`config.mk`:
```
export PLATFORM = sky130hd
export DESIGN_NAME = tppc_step
export DESIGN_NICKNAME = d
export VERILOG_FILES = /design/src/hw/rtl/tppc_pkg.sv /design/src/hw/rtl/tppc_step.sv
export SDC_FILE = /design/constraint.sdc
export NUM_CORES = 1
export LEC_CHECK = 0
export ABC_AREA = 1
export BUFFER_PORTS_ARGS = -buffer_cell sky130_fd_sc_hd__buf_2
export CORE_UTILIZATION = 50
export DETAILED_ROUTE_END_ITERATION = 8
export GPL_TIMING_DRIVEN = 0
export PLACE_DENSITY = 0.95
export SLEW_MARGIN = 20
export SYNTH_ARGS = -nofsm -noshare
export SYNTH_HDL_FRONTEND = slang
export SYNTH_SLANG_ARGS = --single-unit
```
`constraint.sdc`:
```
create_clock -name vclk -period 6.4
set_input_delay 1.28 -clock vclk [all_inputs]
set_output_delay 1.28 -clock vclk [all_outputs]
set_load 0.005 [all_outputs]
```
`src/hw/rtl/tppc_pkg.sv`:
```
// Shared types and constants for the trie prefix pair counter.
// No dependencies; imported by the top level and the update step module.
`default_nettype none

package tppc_pkg;

    localparam int LETTER_W    = 5;
    localparam int TOTAL_W     = 48;
    localparam int S_TDATA_W   = 8;
    localparam int M_TDATA_W   = 48;
    localparam int M_TUSER_W   = 1;

    // Sequencer states, one-hot.
    typedef enum logic [2:0] {
        ST_CLEAR = 3'b001,
        ST_IDLE  = 3'b010,
        ST_BUSY  = 3'b100
    } state_t;

    // Decisions of one update step, handed from the step logic to the top level.
    typedef struct packed {
        logic mem_we;        // write the child entry back
        logic take_node;     // a fresh node was allocated
        logic move_cursor;   // the cursor follows the written child
        logic set_overflow;  // pool was full
        logic set_skip;      // ignore the rest of this string
    } step_ctrl_t;

endpackage

`default_nettype wire

```
`src/hw/rtl/tppc_step.sv`:
```
// Combinational update of one letter: decides allocation, the new child entry and the total.
// Depends on tppc_pkg.
`default_nettype none

module tppc_step #(
    parameter int MAX_NODES   = 1024,
    parameter int COUNT_WIDTH = 16
) (
    input  wire logic                              ignore,
    input  wire logic [$clog2(MAX_NODES+1)-1:0]    nodes_used,
    input  wire logic [$clog2(MAX_NODES)-1:0]      entry_child,
    input  wire logic [COUNT_WIDTH-1:0]            entry_count,
    input  wire logic [tppc_pkg::TOTAL_W-1:0]      total_in,
    output tppc_pkg::step_ctrl_t                   ctrl,
    output logic      [$clog2(MAX_NODES)-1:0]      wr_child,
    output logic      [COUNT_WIDTH-1:0]            wr_count,
    output logic      [tppc_pkg::TOTAL_W-1:0]      total_out
);
    import tppc_pkg::*;

    localparam int NODE_W = $clog2(MAX_NODES);
    localparam int USED_W = $clog2(MAX_NODES + 1);

    logic [TOTAL_W:0] sum;

    assign sum = {1'b0, total_in} + (TOTAL_W+1)'(entry_count);

    always_comb begin
        ctrl      = '0;
        wr_child  = entry_child;
        wr_count  = entry_count;
        total_out = total_in;
        if (!ignore) begin
            if (entry_child == '0) begin
                if (nodes_used == USED_W'(MAX_NODES)) begin
                    ctrl.set_overflow = 1'b1;
                    ctrl.set_skip     = 1'b1;
                end else begin
                    // A new node starts with a pass count of zero, which adds nothing.
                    ctrl.take_node   = 1'b1;
                    ctrl.mem_we      = 1'b1;
                    ctrl.move_cursor = 1'b1;
                    wr_child         = nodes_used[NODE_W-1:0];
                    wr_count         = COUNT_WIDTH'(1);
                end
            end else begin
                ctrl.mem_we      = 1'b1;
                ctrl.move_cursor = 1'b1;
                total_out        = sum[TOTAL_W] ? '1 : sum[TOTAL_W-1:0];
                if (entry_count != '1) begin
                    wr_count = entry_count + COUNT_WIDTH'(1);
                end
            end
        end
    end

endmodule

`default_nettype wire

```
==> results of run 1 <==
cells by family (layout without fill, tap and decap cells):
| family | after synthesis | count (layout) | share of synthesized area (%) |
|---|---|---|---|
| adder cells (fa/ha/maj) | 18 | 18 | 7.15 |
| buffers and inverters | 121 | 286 | 15.3 |
| XOR/XNOR | 16 | 16 | 4.31 |
| AND/OR/NAND/NOR | 416 | 416 | 58.0 |
| multiplexers | 2 | 2 | 0.615 |
| AO/OA/AOI/OAI | 82 | 82 | 14.7 |
power breakdown:
| part | internal (W) | switching (W) |
|---|---|---|
| clock network | 0 | 0 |
| registers | 0 | 0 |
| logic | 0.000110 | 0.000161 |
cells in the final DEF, fill, tap and decap left out, types with 4 or more instances in the layout:
cell and count:
nand2_1 172, or2_2 5, o22ai_1 4, a21oi_2 10
xnor2_1 11, a21oi_1 21, inv_1 104, nand2_2 4
nor3_1 26, nand3_1 82, nor4_1 5, nor2_4 4
nor2_1 78, nand3b_1 4, o21ai_0 36, nand4_1 27
ha_1 17, o21bai_1 4, buf_2 169, buf_6 4
xor2_1 5
final cells by class:
class / instances / area [um2] / area share (%)
Buffer: 14 / 95.1 / 2.28
Inverter: 107 / 402 / 9.62
Multi-Input combinational cell: 534 / 2760 / 66.0
Tap cell: 77 / 96.3 / 2.31
Timing Repair Buffer: 165 / 826 / 19.8
critical path: cells and delay by family:
| kind | cells | cell delay, ns |
|---|---|---|
| AND/OR/NAND/NOR | 10 | 0.98 |
| buffers and inverters | 3 | 0.45 |
| adder cells (fa/ha/maj) | 2 | 0.69 |
stage by stage:
stage,worst slack [ns],area (um2),hold slack [ns]
after global placement,1.75,4180,2.83
after global routing,1.51,4180,2.86
after CTS,1.73,4180,2.83
final,1.70,4180,2.82
after floorplan,2.27,3250,2.60
after detailed placement,1.73,4180,2.83
routing by layer:
layer	global-route usage [%]	wire, um	vias up
met1	43.3	4720	2196
met4	17.8	503	0
met5	0	0	-
met2	54.5	5470	327
li1	-	-	2493
met3	3.74	1260	53
worst max-delay path by stage:
stage,start,end,slack [ns]
after detailed placement,entry_count[0],total_out[1],1.73
final,entry_count[0],total_out[1],1.70
after floorplan,entry_count[0],total_out[42],2.27
after global routing,entry_count[0],total_out[1],1.51
after global placement,entry_count[0],total_out[28],1.75
after CTS,entry_count[0],total_out[1],1.73
==> impl_metrics.toml, run 1 <==
[run_status]
status = "complete, no violations"

[final_layout]
utilization_pct = 66.2
stdcell_count = 897
num_antenna_cells = 0
fillers = 646
ff_latch_area_um2 = 0
n_clock_buffer = 0
design.seq.count = 0
final_nets = 926
drive_gt1_share_pct = 25.2
area_growth_pct = 28.3

[synth]
synth_area_leaders = "nand2_1, nand3_1, inv_1"
synth_most_common_cell = "nand2_1"
yosys.area.top_type = "nand2_1"
syn_avg_cell_area_um2 = 4.97
ys_seq_area_share_pct = 0
ys_warn_count = 0
syn_inst = 655
synth_nets = 759
yosys-top-cells-count = "nand2_1, inv_1, nand3_1, nor2_1, o21ai_0"
synth_top_area_share_pct = 19.8
synthesis.area_um2 = 3250
ys_types = 38

[clock_tree]
cts_resized = 0
cts_setup_buffers = 0
cts_hold_buf = 0

[timing]
tns_ns = 0
clock.fmax_mhz = 213
layout_worst_path_cycle_share_pct = 73.4
slew_headroom_pct = 51.7
setup_viol = 0
drv_slew = 0
finalHoldViolations = 0
worst_pin_slew_ns = 0.719
period_needed_ns = 4.70
rsz0062_at_grt = "no"

[route]
drc = 0
num_vias = 5069
via_per_inst = 5.65
firstDrtPassIters = 5
wl_per_cell_um = 13.3
ant_nets = 0
routed_wl_um = 12000
drtIter0Drc = 507

[worst_setup_path]
crit_fanout = 10
slowest_stage = "fa_1"
arrival_ns = 3.42
crit_chain = "buf_2, ha_1, fa_1, nand2_1, nand3_1, nand3_1, nand2_1, nand2_1, nand2_2, nand2_1, nor2_4, nand2_2, buf_6, nand3_1, buf_2"
crit_path_start_kind = "input port"
cpMostUsedCell = "nand2_1"
crit_type = "input port to primary output"
critical_path.max_stage_delay_ns = 0.44
required_ns = 5.12
worst_setup_path_end_kind = "primary output"

[run]
drv_cap = 0

[hold_path]
hp-start = "entry_child[9]"
min_to = "wr_child[9]"
hp-class = "input port to primary output"
min_path_cells = 4

[placement]
routabilityCongestion = 1.02
portBuffers = 165
post-dp-hpwl_um = 10300
dpl.cell_count = 897

[power]
ir_drop_v = 0.0000469
p_total_w = 0.000270
p_per_area_nw_per_um2 = 64.7
leakage_nw = 2.41

[floorplanning]
rows = 29
die-area_um2 = 6840
start_util_pct = 51.5
io_pins = 165
core_area_um2 = 6310
die_w_um = 82.7
chipHeight_um = 82.7

[global_route]
grt_pass1_vias = 4143
grt_max_degree = 11
track_usage_pct = 33.6
antenna_found_initial = 0
grt_first_pass_wirelength_um = 18100
grt-ovfl-total = 0
(Power assumes the default switching activity.)
==> run 2, diff against run 1 <==
- ABC_AREA: 1 -> 0
- CORE_UTILIZATION: 50 -> 43
- PLACE_DENSITY: 0.95 -> 0.94
- clock period: 6.4 -> 4.28 ns (I/O delays scaled with it)
==> run 2 against run 1 <==
Effect of this change: the run now ends with design-rule violations left; highest routed layer unchanged; count of clock-buffer cells in the layout stayed put; first-iteration DRC count shrank 32%; worst setup slack worse by 1.6 ns; critical path depth shrank 4; core utilization down 6.0 points; non-clock buffer count increased by 16; largest power group unchanged; largest cell class unchanged; die area rose by 3.2%; synthesized cell count decreased by 30%; combinational power increased by 51%; flip-flop and latch count did not move; power increased by 51%; cell count shrank 22%.
==> impl_metrics.toml, run 2 <==
[hold_path]
min_to = "wr_child[5]"
hp-start = "entry_child[5]"
min_path_cells = 3
hp-class = "input port to primary output"

[synth]
synth_area_leaders = "ha_1, a31oi_1, a21oi_1"
synthesis.area_um2 = 2890
ys_warn_count = 0
yosys-top-cells-count = "a21oi_1, nor2_1, nand2_1, a31oi_1, o21ai_0"
synth_top_area_share_pct = 7.36
ys_types = 60
ys_seq_area_share_pct = 0
yosys.area.top_type = "ha_1"
syn_avg_cell_area_um2 = 6.33
syn_inst = 457
synth_most_common_cell = "a21oi_1"
synth_nets = 561

[global_route]
grt-ovfl-total = 0
grt_max_degree = 11
antenna_found_initial = 0
track_usage_pct = 31.2
grt_pass1_vias = 4040
grt_first_pass_wirelength_um = 18600

[timing]
finalHoldViolations = 0
worst_pin_slew_ns = 0.969
whs_ns = 1.97
layout_worst_path_cycle_share_pct = 98.1
tns_ns = 0
drv_slew = 0
slew_headroom_pct = 34.8
period_needed_ns = 4.20
finalWorstSetupSlack_ns = 0.0806
clock.fmax_mhz = 238
setup_viol = 0

[floorplanning]
chipHeight_um = 84
rows = 29
core_area_um2 = 6420
die-area_um2 = 7060
io_pins = 165
die_w_um = 84
start_util_pct = 45.0

[power]
leakage_nw = 1.78
p_total_w = 0.000409
netSwitchingFraction_pct = 57.4
p_per_area_nw_per_um2 = 106
cellInternalPower_w = 0.000174
clock_power_share_pct = 0
p_comb_share_pct = 100.0
switchingPower_w = 0.000235
ir_drop_v = 0.0000504
p_seq_share_pct = 0

[route]
drc = 26
num_vias = 4457
wl_per_cell_um = 16.5
ant_nets = 0
via_per_inst = 6.36
drtIter0Drc = 347
firstDrtPassIters = 7
routed_wl_um = 11600

[placement]
post-dp-hpwl_um = 9580
routabilityCongestion = 0.940
portBuffers = 164
placed_area_um2 = 3810
pre_cts_ws_ns = -0.202

[final_layout]
drive_gt1_share_pct = 33.2
final_common_cell = "buf_2"
design.seq.count = 0
area_growth_pct = 33.7
ff_latch_area_um2 = 0
final_nets = 730
num_antenna_cells = 0
fin_area_um2 = 3870
n_clock_buffer = 0
layout_common_cells = "buf_2, a21oi_1, nor2_1, nand2_1, a31oi_1"

[worst_setup_path]
crit_path_start_kind = "input port"
crit_type = "input port to primary output"
arrival_ns = 3.34
required_ns = 3.42
worst_setup_path_end_kind = "primary output"
crit_fanout = 10

[run]
drv_cap = 0

[run_status]
violations = "design-rule violations"
status = "finished with violations"
[run 2: timing repair]
| action | 4_1_cts | 5_1_grt |
|---|---|---|
| gates resized for setup | 3 | 9 |
| endpoints found under the setup margin | 17 | 28 |
| pin swaps | 1 | 1 |
| hold buffers | 0 | 0 |
| setup buffers | 2 | 1 |
[run 2: stage by stage]
stage / instances / util, %
2_1_floorplan: 457 / -
3_3_place_gp: 698 / 59.3
3_5_place_dp: 698 / 59.3
4_1_cts: 700 / 59.6
5_1_grt: 701 / 60.2
6_report: 701 / 60.2
[run 2: layer usage]
layer	global-route usage, %	wire length (um)	part of all wire [%]	up-vias
met1	38.9	4620	40	2027
li1	-	-	-	2112
met2	57.7	5590	48	295
met4	7.37	231	2.0	0
met3	2.18	1150	9.9	23
met5	0	0	0	-
[run 2: cells by family after synthesis]
| kind of cell | count (synthesis) | synth area share (%) |
|---|---|---|
| XOR/XNOR | 15 | 4.54 |
| buffers and inverters | 50 | 7.40 |
| AO/OA/AOI/OAI | 172 | 40.4 |
| adder cells (fa/ha/maj) | 18 | 8.05 |
| multiplexers | 18 | 6.53 |
| AND/OR/NAND/NOR | 184 | 33.1 |
[run 2: how the worst max path moves through the flow]
stage	slack, ns	endpoint	cells past startpoint	startpoint
4_1_cts	0.04	total_out[38]	11	entry_count[0]
6_report	0.08	total_out[23]	11	entry_count[9]
3_5_place_dp	-0.20	total_out[13]	11	entry_count[0]
2_1_floorplan	0.57	total_out[36]	8	entry_count[0]
5_1_grt	-0.01	total_out[43]	11	entry_count[9]
3_3_place_gp	-0.15	total_out[13]	11	entry_count[0]
[run 2: area by class of cell]
| type | instances | area [um2] |
|---|---|---|
| fillers | 619 | 2560 |
| well taps | 77 | 96.3 |
| plain buffers | 28 | 136 |
| inverters | 22 | 82.6 |
| multi-input cells | 407 | 2710 |
| repair buffers | 167 | 843 |
[run 2: power by group through the flow]
stage          Sequential (W)  Combinational, W  Clock [W]
2_1_floorplan               0          0.000224          0
4_1_cts                     0          0.000397          0
5_1_grt                     0          0.000445          0
3_3_place_gp                0          0.000380          0
3_5_place_dp                0          0.000390          0
6_report                    0          0.000409          0
[run 2: critical path, stage by stage]
cell	delay, ns
buf_2	0.15
ha_1	0.40
and4_4	0.29
and3_1	0.21
a221oi_4	0.11
or4_1	0.49
buf_2	0.17
buf_6	0.16
a21oi_2	0.17
mux2i_1	0.20
buf_2	0.13
==> run 3, diff against run 2 <==
- RECOVER_POWER: default -> 100
==> run 3 against run 2 <==
Effect of this change: the run still ends with design-rule violations left; flip-flop and latch count unchanged; sequential share of layout area unchanged; core utilization down 0.29 points; cell count unchanged; via count down 0.72%; worst setup slack better by 0.00051 ns; cell area down 0.49%; largest power group unchanged.
==> impl_metrics.toml, run 3 (synthesized netlist as in run 2, its figures left out) <==
[timing]
clock.fmax_mhz = 238
setup_viol = 0
period_needed_ns = 4.20
drv_slew = 0
finalHoldViolations = 0
layout_worst_path_cycle_share_pct = 98.1
worst_pin_slew_ns = 1.00
slew_headroom_pct = 32.6

[placement]
portBuffers = 164
routabilityCongestion = 0.940
placed_area_um2 = 3810
post-dp-hpwl_um = 9580

[power]
p_per_area_nw_per_um2 = 106
p_comb_share_pct = 100.0
ir_drop_v = 0.0000499
leakage_nw = 1.74
netSwitchingFraction_pct = 57.7
clock_power_share_pct = 0
p_total_w = 0.000407
cellInternalPower_w = 0.000172
p_seq_share_pct = 0
switchingPower_w = 0.000235

[clock_tree]
cts_hold_buf = 0

[final_layout]
utilization_pct = 59.9
layout_common_cells = "buf_2, a21oi_1, nor2_1, nand2_1, a31oi_1"
final_common_cell = "buf_2"
multi_input_area_um2 = 2710
final_nets = 730
design.seq.count = 0
num_antenna_cells = 0
drive_gt1_share_pct = 30.8
n_clock_buffer = 0
ff_latch_area_um2 = 0
fillers = 622
fin_area_um2 = 3850
area_growth_pct = 33.1

[floorplanning]
core_area_um2 = 6420
chipHeight_um = 84
rows = 29
start_util_pct = 45.0
die-area_um2 = 7060
io_pins = 165
die_w_um = 84

[worst_setup_path]
crit_type = "input port to primary output"
worst_setup_path_end_kind = "primary output"
crit_fanout = 10
arrival_ns = 3.34
required_ns = 3.42
crit_path_start_kind = "input port"

[route]
routed_wl_um = 11600
ant_nets = 0
wl_per_cell_um = 16.6
drc = 26
num_vias = 4425
drtIter0Drc = 343
via_per_inst = 6.31
firstDrtPassIters = 8

[hold_path]
hp-class = "input port to primary output"

[global_route]
grt_first_pass_wirelength_um = 18600
grt_pass1_vias = 4040
grt_max_degree = 11
track_usage_pct = 31.2
antenna_found_initial = 0
grt-ovfl-total = 0

[run_status]
status = "finished with violations"
violations = "design-rule violations"

[run]
drv_cap = 0
run 3: metal layers:
metal	up-vias	routed length, um	GRT usage (%)
met5	-	0	0
met4	0	222	7.37
met3	24	1180	2.18
met2	295	5570	57.7
met1	1994	4660	38.9
li1	2112	-	-
run 3: path summary, 6_finish.rpt:
path / startpoint / endpoint / slack, ns / depth (start not counted)
min: entry_child[5] / wr_child[5] / 1.97 / 3
max: entry_count[9] / total_out[43] / 0.08 / 11
run 3: layout make-up:
cell class / instances / area share [%]
buffer: 28 / 3.54
inverter: 22 / 2.15
multi-input combinational: 407 / 70.4
tap: 77 / 2.50
timing repair buffer: 167 / 21.4
run 3: stage by stage:
step	hold WS [ns]	setup TNS [ns]	cells	setup slack (ns)
floorplan	1.76	0	457	0.568
global placement	1.96	-1.13	698	-0.152
detailed placement	1.97	-1.68	698	-0.202
CTS	1.97	0	700	0.0357
global route	1.99	-0.0175	701	-0.00978
finish	1.97	0	701	0.0811
run 3: worst max-delay path: stages:
cell and delay, ns:
buf_2 0.15, ha_1 0.40, and4_4 0.29, and3_1 0.21, a221oi_4 0.11, or4_1 0.48, buf_2 0.17, buf_6 0.16
a21oi_2 0.15, mux2i_1 0.22, buf_2 0.14
run 3: repair_timing:
item / CTS / global route
setup buffers: 2 / 1
pin swaps: 1 / 1
endpoints found under the setup margin: 17 / 28
resized for setup: 3 / 9
gates cloned: 0 / 0
run 3: power by group through the flow:
stage	registers (W)	clock network, W	logic (W)
6_report	0	0	0.000407
5_1_grt	0	0	0.000443
4_1_cts	0	0	0.000397
3_5_place_dp	0	0	0.000390
3_3_place_gp	0	0	0.000380
2_1_floorplan	0	0	0.000224
